## config.mk

```make
export PLATFORM = sky130hd
export DESIGN_NAME = pcx_rle_scanline_decoder_flat
export DESIGN_NICKNAME = d
export VERILOG_FILES = /design/src/rtl/core/pcxrle_pkg.sv /design/src/rtl/core/pcxrle_in_if.sv /design/src/rtl/core/pcxrle_out_if.sv /design/src/rtl/core/pcx_rle_scanline_decoder.sv /design/src/rtl/core/pcxrle_ctrl.sv /design/src/rtl/core/pcxrle_dp.sv /design/src/flat_wrapper.sv
export SDC_FILE = /design/constraint.sdc
export NUM_CORES = 1
export LEC_CHECK = 0
export BUFFER_PORTS_ARGS = -buffer_cell sky130_fd_sc_hd__buf_2
export CORE_UTILIZATION = 47
export CTS_CLUSTER_SIZE = 8
export DETAILED_ROUTE_END_ITERATION = 6
export PLACE_DENSITY = 0.71
export SYNTH_ARGS = -nofsm -noshare
export SYNTH_HDL_FRONTEND = slang
export SYNTH_SLANG_ARGS = --single-unit
```

## constraint.sdc

```tcl
create_clock -name i_clk -period 5.6 [get_ports i_clk]
set_clock_uncertainty 0.2 [all_clocks]
set_input_delay 1.12 -clock i_clk [delete_from_list [all_inputs] [get_ports i_clk]]
set_output_delay 1.12 -clock i_clk [all_outputs]
set_load 0.02 [all_outputs]
```

## src/rtl/core/pcxrle_pkg.sv

```systemverilog
// Shared types, constants and the byte placement function of the PCX run-length decoder.
package pcxrle_pkg;

    localparam int unsigned MAX_DIMENSION = 32768;
    localparam int unsigned MAX_PLANES    = 4;

    localparam logic [7:0] RUN_MARK_MASK = 8'hC0;
    localparam logic [7:0] RUN_CNT_MASK  = 8'h3F;

    localparam logic [1:0] CFG_IMAGE_WIDTH  = 2'd0;
    localparam logic [1:0] CFG_IMAGE_HEIGHT = 2'd1;
    localparam logic [1:0] CFG_LINE_BYTES   = 2'd2;
    localparam logic [1:0] CFG_PLANE_COUNT  = 2'd3;

    typedef enum logic [1:0] {
        ST_IDLE,
        ST_RUN,
        ST_FLUSH
    } t_state;

    // Commands from the controller to the datapath.
    typedef struct packed {
        logic accept;
        logic step;
        logic flush;
    } t_dp_cmd;

    // Status from the datapath to the controller.
    typedef struct packed {
        logic go_run;
        logic emit;
        logic line_end;
        logic count_last;
        logic hold_valid;
        logic out_free;
    } t_dp_stat;

    typedef struct packed {
        logic        emit;
        logic        line_end;
        logic        done_set;
        logic [15:0] col;
        logic [1:0]  plane;
        logic [15:0] row;
    } t_place;

    // Advances the decode position by one decoded byte.
    function automatic t_place place_byte(
        input logic [15:0] col,
        input logic [1:0]  plane,
        input logic [15:0] row,
        input logic [15:0] eff_w,
        input logic [15:0] eff_l,
        input logic [2:0]  eff_p,
        input logic [15:0] eff_h
    );
        logic [16:0] col1;
        logic [2:0]  pl1;
        logic [15:0] row1;
        t_place      p;
        col1       = {1'b0, col} + 17'd1;
        pl1        = {1'b0, plane} + 3'd1;
        row1       = row + 16'd1;
        p.emit     = (col < eff_w);
        p.col      = col1[15:0];
        p.plane    = plane;
        p.row      = row;
        p.line_end = 1'b0;
        p.done_set = 1'b0;
        if (col1 >= {1'b0, eff_l}) begin
            p.col   = 16'd0;
            p.plane = pl1[1:0];
            if (pl1 >= eff_p) begin
                p.plane    = 2'd0;
                p.row      = row1;
                p.done_set = (row1 >= eff_h);
                p.line_end = 1'b1;
            end
        end
        return p;
    endfunction

endpackage

```

## src/rtl/core/pcxrle_in_if.sv

```systemverilog
// Input channel carrying encoded image body bytes.
interface pcxrle_in_if;
    logic       valid;
    logic       ready;
    logic       start_image;
    logic [7:0] data_byte;

    modport source (output valid, output start_image, output data_byte, input ready);
    modport sink   (input valid, input start_image, input data_byte, output ready);
endinterface

```

## src/rtl/core/pcxrle_out_if.sv

```systemverilog
// Output channel carrying decoded pixel bytes with their position.
interface pcxrle_out_if;
    logic        valid;
    logic        ready;
    logic [7:0]  pixel_value;
    logic [14:0] pixel_row;
    logic [14:0] pixel_column;
    logic [1:0]  pixel_plane;
    logic        last;

    modport source (output valid, output pixel_value, output pixel_row, output pixel_column,
                    output pixel_plane, output last, input ready);
    modport sink   (input valid, input pixel_value, input pixel_row, input pixel_column,
                    input pixel_plane, input last, output ready);
endinterface

```

## src/rtl/core/pcx_rle_scanline_decoder.sv

```systemverilog
// Top level of the PCX run-length scanline decoder.
//
//   Channel   Dir  Handshake          Beat contents
//   i_byte    in   valid / ready      start_image, data_byte (encoded body byte)
//   o_pix     out  valid / ready      pixel_value, pixel_row, pixel_column, pixel_plane, last
//   cfg       in   i_cfg_we           i_cfg_idx selects width, height, line bytes, planes
//
// A literal byte or a run header is handled as soon as it is accepted, so such beats stream at one per cycle
// while the output register keeps draining. A run value byte then holds input ready low while
// the run places its decoded bytes (at most 63, fewer when the scanline ends first) and then
// flushes the final result; the single placement unit in the datapath places them one by one.
// Reset is synchronous and active low: the configuration registers go to one and the decode
// position to the top left. A stalled output holds input ready low, and in a run it stops
// every step that must move the held byte out, including a flush that carries a kept byte.
//
// Decoded bytes of a run pass through a one-entry hold register, so the last flag can be
// set on the final kept byte even when padding columns follow it within the run.
module pcx_rle_scanline_decoder (
    input  logic                 i_clk,
    input  logic                 i_rst_n,
    input  logic                 i_cfg_we,
    input  logic [1:0]           i_cfg_idx,
    input  logic [15:0]          i_cfg_data,
    pcxrle_in_if.sink            i_byte,
    pcxrle_out_if.source         o_pix
);

    pcxrle_pkg::t_dp_cmd  cmd;
    pcxrle_pkg::t_dp_stat stat;
    logic                 in_ready;

    // The controller sequences accept, run steps and the final flush.
    pcxrle_ctrl u_ctrl (
        .i_clk      (i_clk),
        .i_rst_n    (i_rst_n),
        .i_in_valid (i_byte.valid),
        .o_in_ready (in_ready),
        .i_stat     (stat),
        .o_cmd      (cmd)
    );

    // The datapath holds configuration, position counters and the result registers.
    pcxrle_dp u_dp (
        .i_clk          (i_clk),
        .i_rst_n        (i_rst_n),
        .i_cfg_we       (i_cfg_we),
        .i_cfg_idx      (i_cfg_idx),
        .i_cfg_data     (i_cfg_data),
        .i_start_image  (i_byte.start_image),
        .i_data_byte    (i_byte.data_byte),
        .i_out_ready    (o_pix.ready),
        .i_cmd          (cmd),
        .o_stat         (stat),
        .o_out_valid    (o_pix.valid),
        .o_pixel_value  (o_pix.pixel_value),
        .o_pixel_row    (o_pix.pixel_row),
        .o_pixel_column (o_pix.pixel_column),
        .o_pixel_plane  (o_pix.pixel_plane),
        .o_last         (o_pix.last)
    );

    assign i_byte.ready = in_ready;

endmodule

```

## src/rtl/core/pcxrle_ctrl.sv

```systemverilog
// Controller state machine of the PCX run-length decoder.
module pcxrle_ctrl (
    input  logic                i_clk,
    input  logic                i_rst_n,
    input  logic                i_in_valid,
    output logic                o_in_ready,
    input  pcxrle_pkg::t_dp_stat i_stat,
    output pcxrle_pkg::t_dp_cmd  o_cmd
);

    pcxrle_pkg::t_state r_state;
    pcxrle_pkg::t_state n_state;

    always_ff @(posedge i_clk) begin
        if (!i_rst_n) begin
            r_state <= pcxrle_pkg::ST_IDLE;
        end else begin
            r_state <= n_state;
        end
    end

    // Output decode.
    always_comb begin
        o_in_ready   = 1'b0;
        o_cmd.accept = 1'b0;
        o_cmd.step   = 1'b0;
        o_cmd.flush  = 1'b0;
        case (r_state)
            pcxrle_pkg::ST_IDLE: begin
                o_in_ready   = i_stat.out_free;
                o_cmd.accept = i_in_valid && i_stat.out_free;
            end
            pcxrle_pkg::ST_RUN: begin
                // A kept byte pushes the held one out, which needs a free output slot.
                o_cmd.step = !(i_stat.emit && i_stat.hold_valid && !i_stat.out_free);
            end
            pcxrle_pkg::ST_FLUSH: begin
                o_cmd.flush = !i_stat.hold_valid || i_stat.out_free;
            end
            default: begin
                o_in_ready = 1'b0;
            end
        endcase
    end

    // Next state.
    always_comb begin
        n_state = r_state;
        case (r_state)
            pcxrle_pkg::ST_IDLE: begin
                if (i_in_valid && i_stat.out_free && i_stat.go_run) begin
                    n_state = pcxrle_pkg::ST_RUN;
                end
            end
            pcxrle_pkg::ST_RUN: begin
                if (!(i_stat.emit && i_stat.hold_valid && !i_stat.out_free)
                    && (i_stat.count_last || i_stat.line_end)) begin
                    n_state = pcxrle_pkg::ST_FLUSH;
                end
            end
            pcxrle_pkg::ST_FLUSH: begin
                if (!i_stat.hold_valid || i_stat.out_free) begin
                    n_state = pcxrle_pkg::ST_IDLE;
                end
            end
            default: begin
                n_state = pcxrle_pkg::ST_IDLE;
            end
        endcase
    end

endmodule

```

## src/rtl/core/pcxrle_dp.sv

```systemverilog
// Datapath of the PCX run-length decoder: configuration, decode position and result registers.
module pcxrle_dp (
    input  logic                 i_clk,
    input  logic                 i_rst_n,
    input  logic                 i_cfg_we,
    input  logic [1:0]           i_cfg_idx,
    input  logic [15:0]          i_cfg_data,
    input  logic                 i_start_image,
    input  logic [7:0]           i_data_byte,
    input  logic                 i_out_ready,
    input  pcxrle_pkg::t_dp_cmd   i_cmd,
    output pcxrle_pkg::t_dp_stat  o_stat,
    output logic                 o_out_valid,
    output logic [7:0]           o_pixel_value,
    output logic [14:0]          o_pixel_row,
    output logic [14:0]          o_pixel_column,
    output logic [1:0]           o_pixel_plane,
    output logic                 o_last
);

    localparam logic [15:0] MAX_DIM = 16'(pcxrle_pkg::MAX_DIMENSION);
    localparam logic [2:0]  MAX_PL  = 3'(pcxrle_pkg::MAX_PLANES);

    logic [15:0] r_width, r_height, r_line;
    logic [2:0]  r_planes;
    logic        r_await, n_await;
    logic [5:0]  r_pending, n_pending;
    logic [15:0] r_col, n_col;
    logic [1:0]  r_plane, n_plane;
    logic [15:0] r_row, n_row;
    logic        r_done, n_done;
    logic [7:0]  r_run_val;
    logic [5:0]  r_run_cnt;

    logic        r_hold_v;
    logic [7:0]  r_hold_val;
    logic [14:0] r_hold_row, r_hold_col;
    logic [1:0]  r_hold_pl;

    logic        r_out_v;
    logic [7:0]  r_out_val;
    logic [14:0] r_out_row, r_out_col;
    logic [1:0]  r_out_pl;
    logic        r_out_last;

    logic [15:0] eff_w, eff_h, eff_l;
    logic [2:0]  eff_p;
    logic        s_await;
    logic [5:0]  s_pending;
    logic [15:0] s_col, s_row;
    logic [1:0]  s_plane;
    logic        s_done;
    logic        finished;
    logic        is_header;
    logic        out_free;
    logic [15:0] p_col, p_row;
    logic [1:0]  p_plane;
    pcxrle_pkg::t_place pl;

    assign eff_w = (r_width > MAX_DIM) ? MAX_DIM : r_width;
    assign eff_h = (r_height > MAX_DIM) ? MAX_DIM : r_height;
    assign eff_l = (r_line == 16'd0) ? 16'd1 : r_line;
    assign eff_p = (r_planes == 3'd0) ? 3'd1 : ((r_planes > MAX_PL) ? MAX_PL : r_planes);

    // A start request clears the position before the byte is looked at.
    assign s_await   = i_start_image ? 1'b0  : r_await;
    assign s_pending = i_start_image ? 6'd0  : r_pending;
    assign s_col     = i_start_image ? 16'd0 : r_col;
    assign s_plane   = i_start_image ? 2'd0  : r_plane;
    assign s_row     = i_start_image ? 16'd0 : r_row;
    assign s_done    = i_start_image ? 1'b0  : r_done;
    assign finished  = s_done || (s_row >= eff_h);
    assign is_header = ((i_data_byte & pcxrle_pkg::RUN_MARK_MASK) == pcxrle_pkg::RUN_MARK_MASK);

    // One placement unit, fed by the accepted literal or by the current run step.
    assign p_col   = i_cmd.accept ? s_col : r_col;
    assign p_plane = i_cmd.accept ? s_plane : r_plane;
    assign p_row   = i_cmd.accept ? s_row : r_row;
    assign pl      = pcxrle_pkg::place_byte(p_col, p_plane, p_row, eff_w, eff_l, eff_p, eff_h);

    assign out_free = !r_out_v || i_out_ready;

    assign o_stat.go_run     = !finished && s_await && (s_pending != 6'd0);
    assign o_stat.emit       = pl.emit;
    assign o_stat.line_end   = pl.line_end;
    assign o_stat.count_last = (r_run_cnt == 6'd1);
    assign o_stat.hold_valid = r_hold_v;
    assign o_stat.out_free   = out_free;

    always_comb begin
        n_await   = r_await;
        n_pending = r_pending;
        n_col     = r_col;
        n_plane   = r_plane;
        n_row     = r_row;
        n_done    = r_done;
        if (i_cmd.accept) begin
            n_await   = s_await;
            n_pending = s_pending;
            n_col     = s_col;
            n_plane   = s_plane;
            n_row     = s_row;
            n_done    = s_done;
            if (!finished) begin
                if (s_await) begin
                    n_await   = 1'b0;
                    n_pending = 6'd0;
                end else if (is_header) begin
                    n_await   = 1'b1;
                    n_pending = i_data_byte[5:0] & pcxrle_pkg::RUN_CNT_MASK[5:0];
                end else begin
                    n_col   = pl.col;
                    n_plane = pl.plane;
                    n_row   = pl.row;
                    n_done  = s_done | pl.done_set;
                end
            end
        end else if (i_cmd.step) begin
            n_col   = pl.col;
            n_plane = pl.plane;
            n_row   = pl.row;
            n_done  = r_done | pl.done_set;
        end
    end

    always_ff @(posedge i_clk) begin
        if (!i_rst_n) begin
            r_width   <= 16'd1;
            r_height  <= 16'd1;
            r_line    <= 16'd1;
            r_planes  <= 3'd1;
            r_await   <= 1'b0;
            r_pending <= 6'd0;
            r_col     <= 16'd0;
            r_plane   <= 2'd0;
            r_row     <= 16'd0;
            r_done    <= 1'b0;
            r_hold_v  <= 1'b0;
            r_out_v   <= 1'b0;
        end else begin
            if (i_cfg_we) begin
                case (i_cfg_idx)
                    pcxrle_pkg::CFG_IMAGE_WIDTH:  r_width  <= i_cfg_data;
                    pcxrle_pkg::CFG_IMAGE_HEIGHT: r_height <= i_cfg_data;
                    pcxrle_pkg::CFG_LINE_BYTES:   r_line   <= i_cfg_data;
                    pcxrle_pkg::CFG_PLANE_COUNT:  r_planes <= i_cfg_data[2:0];
                    default: r_planes <= r_planes;
                endcase
            end
            r_await   <= n_await;
            r_pending <= n_pending;
            r_col     <= n_col;
            r_plane   <= n_plane;
            r_row     <= n_row;
            r_done    <= n_done;

            if (i_cmd.accept && !finished && !s_await && !is_header && pl.emit) begin
                r_out_v <= 1'b1;
            end else if (i_cmd.step && pl.emit && r_hold_v) begin
                r_out_v <= 1'b1;
            end else if (i_cmd.flush && r_hold_v) begin
                r_out_v <= 1'b1;
            end else if (i_out_ready) begin
                r_out_v <= 1'b0;
            end

            if (i_cmd.step && pl.emit) begin
                r_hold_v <= 1'b1;
            end else if (i_cmd.flush) begin
                r_hold_v <= 1'b0;
            end
        end
    end

    // Payload registers.
    always_ff @(posedge i_clk) begin
        if (i_cmd.accept) begin
            r_run_val <= i_data_byte;
            r_run_cnt <= s_pending;
        end else if (i_cmd.step) begin
            r_run_cnt <= r_run_cnt - 6'd1;
        end

        if (i_cmd.accept) begin
            r_out_val  <= i_data_byte;
            r_out_row  <= s_row[14:0];
            r_out_col  <= s_col[14:0];
            r_out_pl   <= s_plane;
            r_out_last <= 1'b1;
        end else if ((i_cmd.step && pl.emit && r_hold_v) || i_cmd.flush) begin
            r_out_val  <= r_hold_val;
            r_out_row  <= r_hold_row;
            r_out_col  <= r_hold_col;
            r_out_pl   <= r_hold_pl;
            r_out_last <= i_cmd.flush;
        end

        if (i_cmd.step && pl.emit) begin
            r_hold_val <= r_run_val;
            r_hold_row <= r_row[14:0];
            r_hold_col <= r_col[14:0];
            r_hold_pl  <= r_plane;
        end
    end

    assign o_out_valid    = r_out_v;
    assign o_pixel_value  = r_out_val;
    assign o_pixel_row    = r_out_row;
    assign o_pixel_column = r_out_col;
    assign o_pixel_plane  = r_out_pl;
    assign o_last         = r_out_last;

endmodule
```

## src/flat_wrapper.sv

```systemverilog
// flat-port wrapper written by rule: the top's interface ports become plain ports
module pcx_rle_scanline_decoder_flat 
  (i_clk, i_rst_n, i_cfg_we, i_cfg_idx, i_cfg_data, i_byte_valid, i_byte_start_image, i_byte_data_byte, i_byte_ready, o_pix_valid, o_pix_pixel_value, o_pix_pixel_row, o_pix_pixel_column, o_pix_pixel_plane, o_pix_last, o_pix_ready);
  pcxrle_in_if i_byte_i ();
  pcxrle_out_if o_pix_i ();
  input  logic i_clk;
  input  logic i_rst_n;
  input  logic i_cfg_we;
  input  logic [1:0] i_cfg_idx;
  input  logic [15:0] i_cfg_data;
  input wire logic [$bits(i_byte_i.valid)-1:0] i_byte_valid;
  input wire logic [$bits(i_byte_i.start_image)-1:0] i_byte_start_image;
  input wire logic [$bits(i_byte_i.data_byte)-1:0] i_byte_data_byte;
  output wire logic [$bits(i_byte_i.ready)-1:0] i_byte_ready;
  output wire logic [$bits(o_pix_i.valid)-1:0] o_pix_valid;
  output wire logic [$bits(o_pix_i.pixel_value)-1:0] o_pix_pixel_value;
  output wire logic [$bits(o_pix_i.pixel_row)-1:0] o_pix_pixel_row;
  output wire logic [$bits(o_pix_i.pixel_column)-1:0] o_pix_pixel_column;
  output wire logic [$bits(o_pix_i.pixel_plane)-1:0] o_pix_pixel_plane;
  output wire logic [$bits(o_pix_i.last)-1:0] o_pix_last;
  input wire logic [$bits(o_pix_i.ready)-1:0] o_pix_ready;
  assign i_byte_i.valid = i_byte_valid;
  assign i_byte_i.start_image = i_byte_start_image;
  assign i_byte_i.data_byte = i_byte_data_byte;
  assign i_byte_ready = i_byte_i.ready;
  assign o_pix_valid = o_pix_i.valid;
  assign o_pix_pixel_value = o_pix_i.pixel_value;
  assign o_pix_pixel_row = o_pix_i.pixel_row;
  assign o_pix_pixel_column = o_pix_i.pixel_column;
  assign o_pix_pixel_plane = o_pix_i.pixel_plane;
  assign o_pix_last = o_pix_i.last;
  assign o_pix_i.ready = o_pix_ready;
  pcx_rle_scanline_decoder u_core (.i_clk(i_clk), .i_rst_n(i_rst_n), .i_cfg_we(i_cfg_we), .i_cfg_idx(i_cfg_idx), .i_cfg_data(i_cfg_data), .i_byte(i_byte_i), .o_pix(o_pix_i));
endmodule
```

# After elaboration in Yosys (flattened, before gate mapping)
# Cells that the tools add are included.
[totals]
elab_cells = 155
ff_bits = 192
[op_classes]
n_mux = 67
n_eq_ne = 10
add_sub_neg = 4
n_lt_le_gt_ge = 8
n_bitwise = 2
reduce_logical = 40
[ops]
columns = ["op", "count"]
rows = [
  ["2-to-1 mux 16 bit", 17],
  ["2-to-1 mux 15 bit", 4],
  ["2-to-1 mux 36 bit", 1],
  ["2-to-1 mux 6 bit", 6],
  [">= comparator 16 bit", 2],
  ["greater-than comparator 16 bit, second input constant", 2],
  ["2-to-1 mux 2 bit", 13],
  ["2-to-1 mux 1 bit", 20],
  ["2-to-1 mux 18 bit", 1],
  ["adder 16 x 1 -> 17 bit, second input constant", 1],
  [">= comparator 17 x 16 -> 1 bit", 1],
  ["adder 16 x 1 -> 16 bit, second input constant", 1],
  ["zero test 16 bit", 1],
  ["less-than comparator 16 bit", 1],
  ["2-to-1 mux 8 bit", 2],
  ["logical AND 1 bit", 14],
  ["== test 2 bit, second input constant", 4],
  ["AND reduction 2 bit", 4],
  ["zero test 1 bit", 7],
  ["== test 6 x 1 -> 1 bit, second input constant", 1],
  ["2-to-1 mux 3 bit", 2],
  ["inequality test 2 bit, second input constant", 3],
  ["one-hot mux 2 bit (3 select lines)", 1],
  ["nonzero test 2 bit", 3],
  ["12 further kinds", 19],
]

# Logic depth before layout (Yosys ltp)
# Gate-level depths: netlist of run 1.
[depth]
word_depth = 15
depth_mapped = 22
depth_no_buf = 17

# Cells and area by module
# Synthesis of run 1 repeated with hierarchy kept, for this count alone.
[hier_totals]
cells_unflattened = 1044
hier_area_um2 = 10172.3
[by_module_without_submodules]
columns = ["mod", "seq_area_each_um2", "area_per_inst_um2", "cells_each", "instances"]
rows = [
  ["pcxrle_dp", 4744.6, 10018.4, 1028, 1],
  ["pcxrle_ctrl", 40.0, 153.9, 16, 1],
]

# Least setup slack after synthesis of run 1
# OpenSTA, ideal clock, no wires.
[synth_timing]
path_kind = "input-to-reg"
from = "in o_pix_ready"
to = "reg u_core.u_dp.r_out_col[0], in the netlist u_core.u_dp.o_pixel_column[0], enable pin"
required_time_ns = 4.645
stages = 14
setup_slack_ns = 0.037
n_path_buf = 3
arrival_time_ns = 4.608
cell_sequence = "nand2b_1 -> nand3_1 -> buf_2 -> buf_2 -> clkbuf_1 -> and2_1 -> ha_1 -> and4_1 -> nor4b_1 -> o211ai_1 -> o21ai_2 -> nor2_1 -> nand4_1 -> o21ai_0"
[synth_between]
elab_chain_len = 13
elab_cells_between_ends = 16
[synth_rtl]
columns = ["item", "line_no", "source"]
rows = [
  ["from (decl)", "flat_wrapper.sv:21", "input wire logic [$bits(o_pix_i.ready)-1:0] o_pix_ready;"],
  ["logical OR 1 bit (*)", "pcxrle_dp.sv:81", "assign out_free = !r_out_v || i_out_ready;"],
  ["logical AND 1 bit", "pcxrle_ctrl.sv:31", "o_cmd.accept = i_in_valid && i_stat.out_free;"],
  ["2-to-1 mux 1 bit", "pcxrle_ctrl.sv:28", "case (r_state)"],
  ["2-to-1 mux 16 bit", "pcxrle_dp.sv:76", "assign p_col = i_cmd.accept ? s_col : r_col;"],
  ["less-than comparator 16 bit", "pcxrle_pkg.sv:64", "p.emit = (col < eff_w);"],
  ["logical AND 1 bit (2 in a row)", "pcxrle_ctrl.sv:35", "o_cmd.step = !(i_stat.emit && i_stat.hold_valid && !i_stat.out_free);"],
  ["zero test 1 bit", "pcxrle_ctrl.sv:35", ""],
  ["2-to-1 mux 1 bit", "pcxrle_ctrl.sv:28", ""],
  ["logical AND 1 bit (2 in a row)", "pcxrle_dp.sv:190", "end else if ((i_cmd.step && pl.emit && r_hold_v) || i_cmd.flush) begin"],
  ["logical OR 1 bit", "pcxrle_dp.sv:190", ""],
  ["nonzero test 2 bit (no source line) (*)", "-", ""],
  ["to (signal assigned)", "pcxrle_dp.sv:187", "r_out_col <= s_col[14:0];"],
  ["to (signal assigned)", "pcxrle_dp.sv:193", "r_out_col <= r_hold_col;"],
  ["to (decl)", "pcxrle_dp.sv:42", "logic [14:0] r_out_row, r_out_col;"],
]
# Every way passes the cells marked *; elsewhere a longest branch is shown, timed or not.
# A chain may end at the register's enable or synchronous reset.

# Worst setup path in the final report of run 1
[layout_timing]
from = "in i_byte_start_image"
to = "reg u_core.u_dp.r_row[0]"
[layout_between]
elab_chain_len = 10
elab_cells_between_ends = 28
[layout_rtl]
columns = ["item", "line_no", "source"]
rows = [
  ["from (decl)", "flat_wrapper.sv:12", "input wire logic [$bits(i_byte_i.start_image)-1:0] i_byte_start_image;"],
  ["parallel branches: the longest is 10 deep, another holds adder 16 x 1 -> 17 bit", "-", ""],
  ["to (signal assigned)", "pcxrle_dp.sv:154", "r_row <= n_row;"],
  ["to (decl)", "pcxrle_dp.sv:30", "logic [15:0] r_row, n_row;"],
]
# Several ways; the timed one is not identified. The select of a mux whose other input is x is not followed.

==> summary.md, run 1 <==
| Metric | Value |
|---|---|
| Routability Congestion | `a little over 0.9` |
| GR peak layer | `met2` |
| Met3 global-route usage | `approximately 4%` |
| # hold bufs at CTS | `0` |
| Worst-skew pair later-pin latency | `approximately 0.44 ns` |
| Delay-heaviest family, CP | `simple AND/OR/NAND/NOR gates` |
| CTS HTree Levels | `4` |
| GRT Total Usage | `between 20% and 30%` |
| Final slew viol count | `0` |
| PD cells | `between 200 and 300 nW/um^2` |
| Clk root buf | `clkbuf_16` |
| Sum Neg Setup Slack | `0 ns` |
| CP arrival | `approximately 5.2 ns` |
| Outcome | `completed` |
| Initial antenna violation count | `0` |
| Placed Instances | `about 1500` |
| Buffers on Ports | `74` |
| Ys flop type | `dfxtp_1` |
| Fin crit share | `around nine tenths` |
| Layout fillers | `2000` |
| Post-Layout Cell Count | `~1500` |
| Final Critical Period | `approximately 5.0 ns` |
| Post-route DRC violation count | `0` |
| Vias per cell | `between 5 and 6` |
| Worst slew margin | `between 10 and 15%` |
| CP Launch Type | `input pin` |
| CTS tree | `done` |
| Synth Warn # | `0` |
| HPWL Detailed | `19200 um` |
| Sequential-to-total area share from yosys stat | `around 45%` |
| P_leak | `around 4.4 nW` |
| Share of cells above drive strength 1 | `13.74%` |
| Cts bufs inserted | `17` |
| Starting Density | `48.17%` |
| Final nets | `~1300` |
| Worst EP required | `approximately 5.8 ns` |
| Hold Path Class | `reg -> reg` |
| Synth Cell Area | `10540 um^2` |
| EDFF count, synth | `between 90 and 100` |
| Num rows | `between 50 and 60` |
| Post-synth cell types | `79` |
| Highest Clock Rate | `between 150 and 200 MHz` |
| Cell Chain, Critical Path | `buf_2 -> nor3b_2 -> nand3_1 -> and2_1 -> ha_1 -> nand2_2 -> nor2_2 -> and4_1 -> nand4_1 -> xnor2_1 -> ha_1 -> nand2_1 -> o21a_1 -> a31o_1 -> a211oi_2 -> or2_1 -> nand4_1 -> o211ai_1` |
| CP endpoint kind | `flop` |
| Met2 track demand over resource | `between 30% and 40%` |
| Setup WS pre-CTS | `between 0.1 and 0.15 ns` |
| Die area | `between 20000 and 25000 um^2` |
| MaxCap Viol Count | `0` |
| Final-report setup violation count | `0` |
| Buffers and inverters on the worst path | `1` |
| Core box area | `~22000 um^2` |
| Grt ovf | `0` |
| Routed Antenna Nets | `0` |
| Starting DRT DRC Count | `roughly 710` |
| Slowest-stage cell, CP | `or2_1` |
| Fraction of registers with async set/reset | `0%` |
| Drt pass-1 iters | `5` |
| Top Ports | `75` |
| Number of global-route vias before repair | `approximately 8300` |
| Clk slew on worst S/H paths | `roughly 0.08 ns` |
| Post-CTS setup buffer count | `0` |
| Area Overhead vs Synth | `12.07%` |
| DR WL/cell | `~18 um` |
| Setup CP Type | `in -> reg` |
| CP max FO | `13` |
| Net Count, Synth | `1251` |
| Grt met1 use | `roughly a third` |
| Largest net degree at the start of global routing | `between 70 and 80` |
| ANT cells | `0` |
| Setup ws final | `~0.6 ns` |
| Clock Sinks | `between 150 and 200` |
| Final Hold Fails | `0` |
| Most common cell after layout, fill and taps aside | `nand2_1` |
| Detailed Route WL | `approximately 27000 um` |
| RSZ-0062 raised after global routing | `no` |
| Post-synthesis cell count | `approximately 1100` |
| Multi-input gate area | `around 5400 um^2` |
| Post-synthesis register bit count | `approximately 190` |
| Clk buf depth | `2` |
| Register area | `between 4000 and 5000 um^2` |
| Chip Height | `~150 um` |
| Max IR drop VDD | `about 0.21 mV` |
| Via count | `around 8700` |
| Post-CTS sizing | `0` |
| Critical path's largest stage delay | `about 0.45 ns` |
| Die width | `between 150 and 200 um` |
| Avg Inst Size Synth | `approximately 9.2 um^2` |
| Commonest cells after routing, fill and taps aside | `nand2_1, dfxtp_1, edfxtp_1, a21oi_1, buf_2` |
| Tightest Pin Transition | `between 1 and 1.5 ns` |
| First-pass GRT wire length | `43170 um` |
| Core Util, Final | `~54%` |
-- cells in the mapped netlist (3+ instances only) --
master	instances	area, um^2
mux2_2	14	157.7
inv_2	3	11.26
dfxtp_1	98	1962
a221oi_1	3	26.28
and4b_1	3	30.03
a21boi_0	9	67.56
or3_1	4	25.02
a21o_1	7	52.55
and2_1	25	156.4
inv_1	35	131.4
buf_4	3	22.52
or4b_1	17	170.2
buf_2	11	55.05
o211ai_1	24	180.2
nor4_1	10	62.56
mux2i_1	3	30.03
o2111ai_1	4	35.03
nand2b_1	4	25.02
a41o_1	4	40.04
nand3_1	29	145.1
or2_2	3	18.77
nor3_1	16	80.08
a21oi_1	89	445.4
clkbuf_1	38	142.6
nand2_1	230	863.3
nand4b_1	5	43.79
o21ai_0	67	335.3
o21a_1	11	82.58
buf_1	7	26.28
a211oi_1	5	37.54
a31oi_1	9	56.30
nor2b_1	17	106.4
nor2_1	48	180.2
and3_1	15	93.84
o21ai_1	4	20.02
xor2_1	10	87.58
and4_1	4	35.03
xnor2_1	18	157.7
nand4_1	30	187.7
a2111oi_0	3	26.28
ha_1	71	888.4
edfxtp_1	94	2823
-- final timing paths --
check,depth (start not counted),startpoint,endpoint,slack (ns)
max,18,i_byte_start_image,u_core.u_dp.r_row[0],0.59
min,0,u_core.u_dp.r_run_val[5],u_core.u_dp.r_hold_val[5],0.22
max reg2reg,17,u_core.u_ctrl.r_state[0],u_core.u_dp.r_row[0],0.84
min reg2reg,0,u_core.u_dp.r_run_val[5],u_core.u_dp.r_hold_val[5],0.22
-- sequential cells by signal, indices dropped and copies added, names as in the netlist, 3 cells and up --
signal	cells
u_core.u_dp.r_run_val	8
u_core.u_dp.o_pixel_row	15
u_core.u_dp.r_pending	6
u_core.u_dp.o_pixel_value	8
u_core.u_dp.r_hold_row	15
u_core.u_dp.o_pixel_column	15
u_core.u_dp.r_line	16
u_core.u_dp.r_hold_val	8
u_core.u_dp.r_height	16
u_core.u_dp.r_run_cnt	6
u_core.u_dp.r_row	16
u_core.u_dp.r_planes	3
u_core.u_dp.r_col	16
u_core.u_dp.r_hold_col	15
u_core.u_dp.r_width	16
-- per-layer routing --
layer / part of all wire, % / wire [um]
met5: 0 / 0
met4: 0.95 / 252
met3: 5.7 / 1511
met2: 46 / 12150
met1: 48 / 12700
-- metrics by stage --
| stage | hold slack, ns | total power, W | cell area, um^2 |
|---|---|---|---|
| after CTS | 0.2220 | 0.003346 | 11820 |
| after global routing | 0.2350 | 0.003472 | 11820 |
| final | 0.2205 | 0.003337 | 11820 |
| after floorplan | 0.2003 | 0.001961 | 10540 |
| after detailed placement | 0.2045 | 0.002134 | 11210 |
| after global placement | 0.2023 | 0.002123 | 11210 |
-- kinds of logic (layout without fill, tap and decap cells) --
| family | Yosys count | after routing | share of synthesized area [%] |
|---|---|---|---|
| mux | 17 | 17 | 1.780 |
| simple gates | 475 | 475 | 22.31 |
| flops | 192 | 192 | 45.38 |
| buf+inv | 100 | 167 | 3.880 |
| compound gates | 265 | 265 | 15.90 |
| fa+ha+maj | 71 | 71 | 8.425 |
| xor+xnor | 28 | 28 | 2.326 |
-- worst register-to-register path: cells and delay by family, from the launching register on --
| family | cells | cell delay [ns] |
|---|---|---|
| and+or+nand+nor | 10 | 2.13 |
| AOI/OAI and AO/OA | 4 | 1.03 |
| DFF | 1 | 0.58 |
| adders and majority gates | 2 | 0.55 |
| xor gates and xnor gates | 1 | 0.18 |
-- power by group --
part	internal (W)	switching (W)	total, W
Sequential	0.00154	0.0000397	0.00158
Combinational	0.000176	0.000354	0.000530
Clock	0.000608	0.000620	0.00123
Total	0.00232	0.00101	0.00334
-- layout make-up --
type	count	area share, %
flip-flops and latches	192	40.49
clock inverters	14	1.504
multi-input cells	856	45.43
repair buffers	96	4.744
clock buffers	18	3.632
well taps	280	2.965
inverters	39	1.239
Note: power is estimated with default switching activity, not from simulation.
==> run 2: changes to the inputs <==
--- a/config.mk
+++ b/config.mk
@@ -9,7 +9,7 @@
 export CORE_UTILIZATION = 47
 export CTS_CLUSTER_SIZE = 8
 export DETAILED_ROUTE_END_ITERATION = 6
-export PLACE_DENSITY = 0.71
+export PLACE_DENSITY = 0.67
 export SYNTH_ARGS = -nofsm -noshare
 export SYNTH_HDL_FRONTEND = slang
 export SYNTH_SLANG_ARGS = --single-unit
==> summary.md, run 2 (synthesized netlist as in run 1, its figures left out) <==
| Metric | Value |
|---|---|
| Worst slew margin | `26.13%` |
| # hold bufs at CTS | `0` |
| Clk buf depth | `2` |
| Worst-skew pair later-pin latency | `roughly 0.44 ns` |
| DR WL/cell | `17.87 um` |
| Cell area after placement | `11210 um^2` |
| CTS HTree Levels | `4` |
| Clock Sinks | `approximately 190` |
| Starting Density | `between 40% and 50%` |
| Buffers on Ports | `74` |
| Layout fillers | `2042` |
| Starting DRT DRC Count | `~600` |
| CP Launch Point | `i_byte_start_image` |
| Final Critical Period | `~5 ns` |
| Register area | `4785 um^2` |
| Largest net degree at the start of global routing | `a little over 70` |
| Worst EP required | `between 5 and 6 ns` |
| Commonest cells after routing, fill and taps aside | `nand2_1, dfxtp_1, edfxtp_1, a21oi_1, buf_2` |
| Outcome | `completed` |
| Area Overhead vs Synth | `11.95%` |
| Final Hold Fails | `0` |
| CTS tree | `done` |
| Core box area | `approximately 22000 um^2` |
| MaxCap Viol Count | `0` |
| Fin crit share | `about 90%` |
| Hold Crit Endpoint | `u_core.u_dp.r_hold_val[7]` |
| Initial antenna violation count | `0` |
| Num rows | `54` |
| Final Cell Area | `11800 um^2` |
| CP endpoint kind | `flop` |
| Sum Neg Setup Slack | `0 ns` |
| R2R cell count | `17` |
| Reg2reg setup slack | `between 0.8 and 0.9 ns` |
| Chip Height | `approximately 150 um` |
| Final nets | `around 1300` |
| Post-CTS sizing | `0` |
| PD cells | `281.2 nW/um^2` |
| RSZ-0062 raised after global routing | `no` |
| Highest Clock Rate | `approximately 200 MHz` |
| ANT cells | `0` |
| Post-route DRC violation count | `0` |
| Setup CP Type | `in -> reg` |
| CP max FO | `17` |
| Hold_sp | `u_core.u_dp.r_run_val[7]` |
| Final slew viol count | `0` |
| Grt ovf | `0` |
| GRT Total Usage | `around a quarter` |
| Detailed Route WL | `26720 um` |
| Clk root buf | `clkbuf_16` |
| Number of global-route vias before repair | `slightly above 8000` |
| First-pass GRT wire length | `between 40000 and 50000 um` |
| Most common cell after layout, fill and taps aside | `nand2_1` |
| CP arrival | `~5.2 ns` |
| P_leak | `4.414 nW` |
| Die width | `~150 um` |
| CP Launch Type | `input pin` |
| Post-CTS setup buffer count | `0` |
| Hold Path Class | `reg -> reg` |
| Max IR drop VDD | `0.2014 mV` |
| Via count | `8764` |
| HPWL Detailed | `19040 um` |
| Cts bufs inserted | `17` |
| Drt pass-1 iters | `5` |
| Clk slew on worst S/H paths | `about 0.080 ns` |
| Top Ports | `between 70 and 80` |
| Critical R2R Launch | `u_core.u_ctrl.r_state[0]` |
| Crit Reg-Reg Endpoint | `u_core.u_dp.r_col[7]` |
| Vias per cell | `slightly below 6` |
| Routability Congestion | `roughly 0.9` |
| Die area | `around 23000 um^2` |
| Multi-input gate area | `~5400 um^2` |
| WHS Path Cells | `0` |
| Final-report setup violation count | `0` |
| Routed Antenna Nets | `0` |
| Share of cells above drive strength 1 | `a little over an eighth` |
| Tightest Pin Transition | `between 1 and 1.5 ns` |
[run 2: critical path: stages]
cell,delay [ns]
buf_2,0.11
nor3b_2,0.15
nand3_1,0.20
and2_1,0.21
ha_1,0.21
nand2_2,0.09
nor2_2,0.15
and4_1,0.28
nand4_1,0.14
xnor2_1,0.22
ha_1,0.29
nand4_1,0.14
nor2_1,0.08
a41oi_1,0.33
o41ai_4,0.28
or2_1,0.48
or4b_1,0.57
a21oi_1,0.13
[run 2: worst max-delay path by stage]
stage	to	cells past startpoint
finish	u_core.u_dp.r_col[7]	18
global route	u_core.u_dp.r_col[6]	18
CTS	u_core.u_dp.r_col[7]	18
detailed placement	u_core.u_dp.r_col[12]	18
global placement	u_core.u_dp.r_col[5]	18
floorplan	u_core.u_dp.o_pixel_column[0]	14
[run 2: through the flow]
| stage | instances | setup slack (ns) | hold slack (ns) | total power [W] | util [%] |
|---|---|---|---|---|---|
| floorplan | 1148 | 0.03730 | 0.2003 | 0.001961 | - |
| global placement | 1463 | 0.3073 | 0.2007 | 0.002120 | 51.21 |
| detailed placement | 1463 | 0.2043 | 0.2045 | 0.002127 | 51.21 |
| CTS | 1495 | 0.6487 | 0.2222 | 0.003323 | 53.92 |
| global route | 1495 | 0.3315 | 0.2266 | 0.003441 | 53.92 |
| finish | 1495 | 0.5754 | 0.2225 | 0.003319 | 53.92 |
[run 2: area by class of cell]
class	instances	share of cell area [%]
clock inverter	14	1.399
inverter	39	1.240
sequential	192	40.53
timing repair buffer	96	4.749
multi-input combinational	856	45.47
tap	280	2.968
clock buffer	18	3.636
[run 2: layer usage]
layer | vias to the layer above | global-route usage (%) | share of wire, %
li1 | 4270 | - | -
met2 | 243 | 37.20 | 45
met4 | 0 | 7.178 | 1.3
met3 | 30 | 4.401 | 5.5
met5 | - | 0 | 0
met1 | 4221 | 33.71 | 48
[run 2: report_power, final]
group / switching, W / leakage [nW] / internal [W]
Clock: 0.000613 / 0.288 / 0.000601
Combinational: 0.000352 / 2.46 / 0.000172
Sequential: 0.0000410 / 1.67 / 0.00154
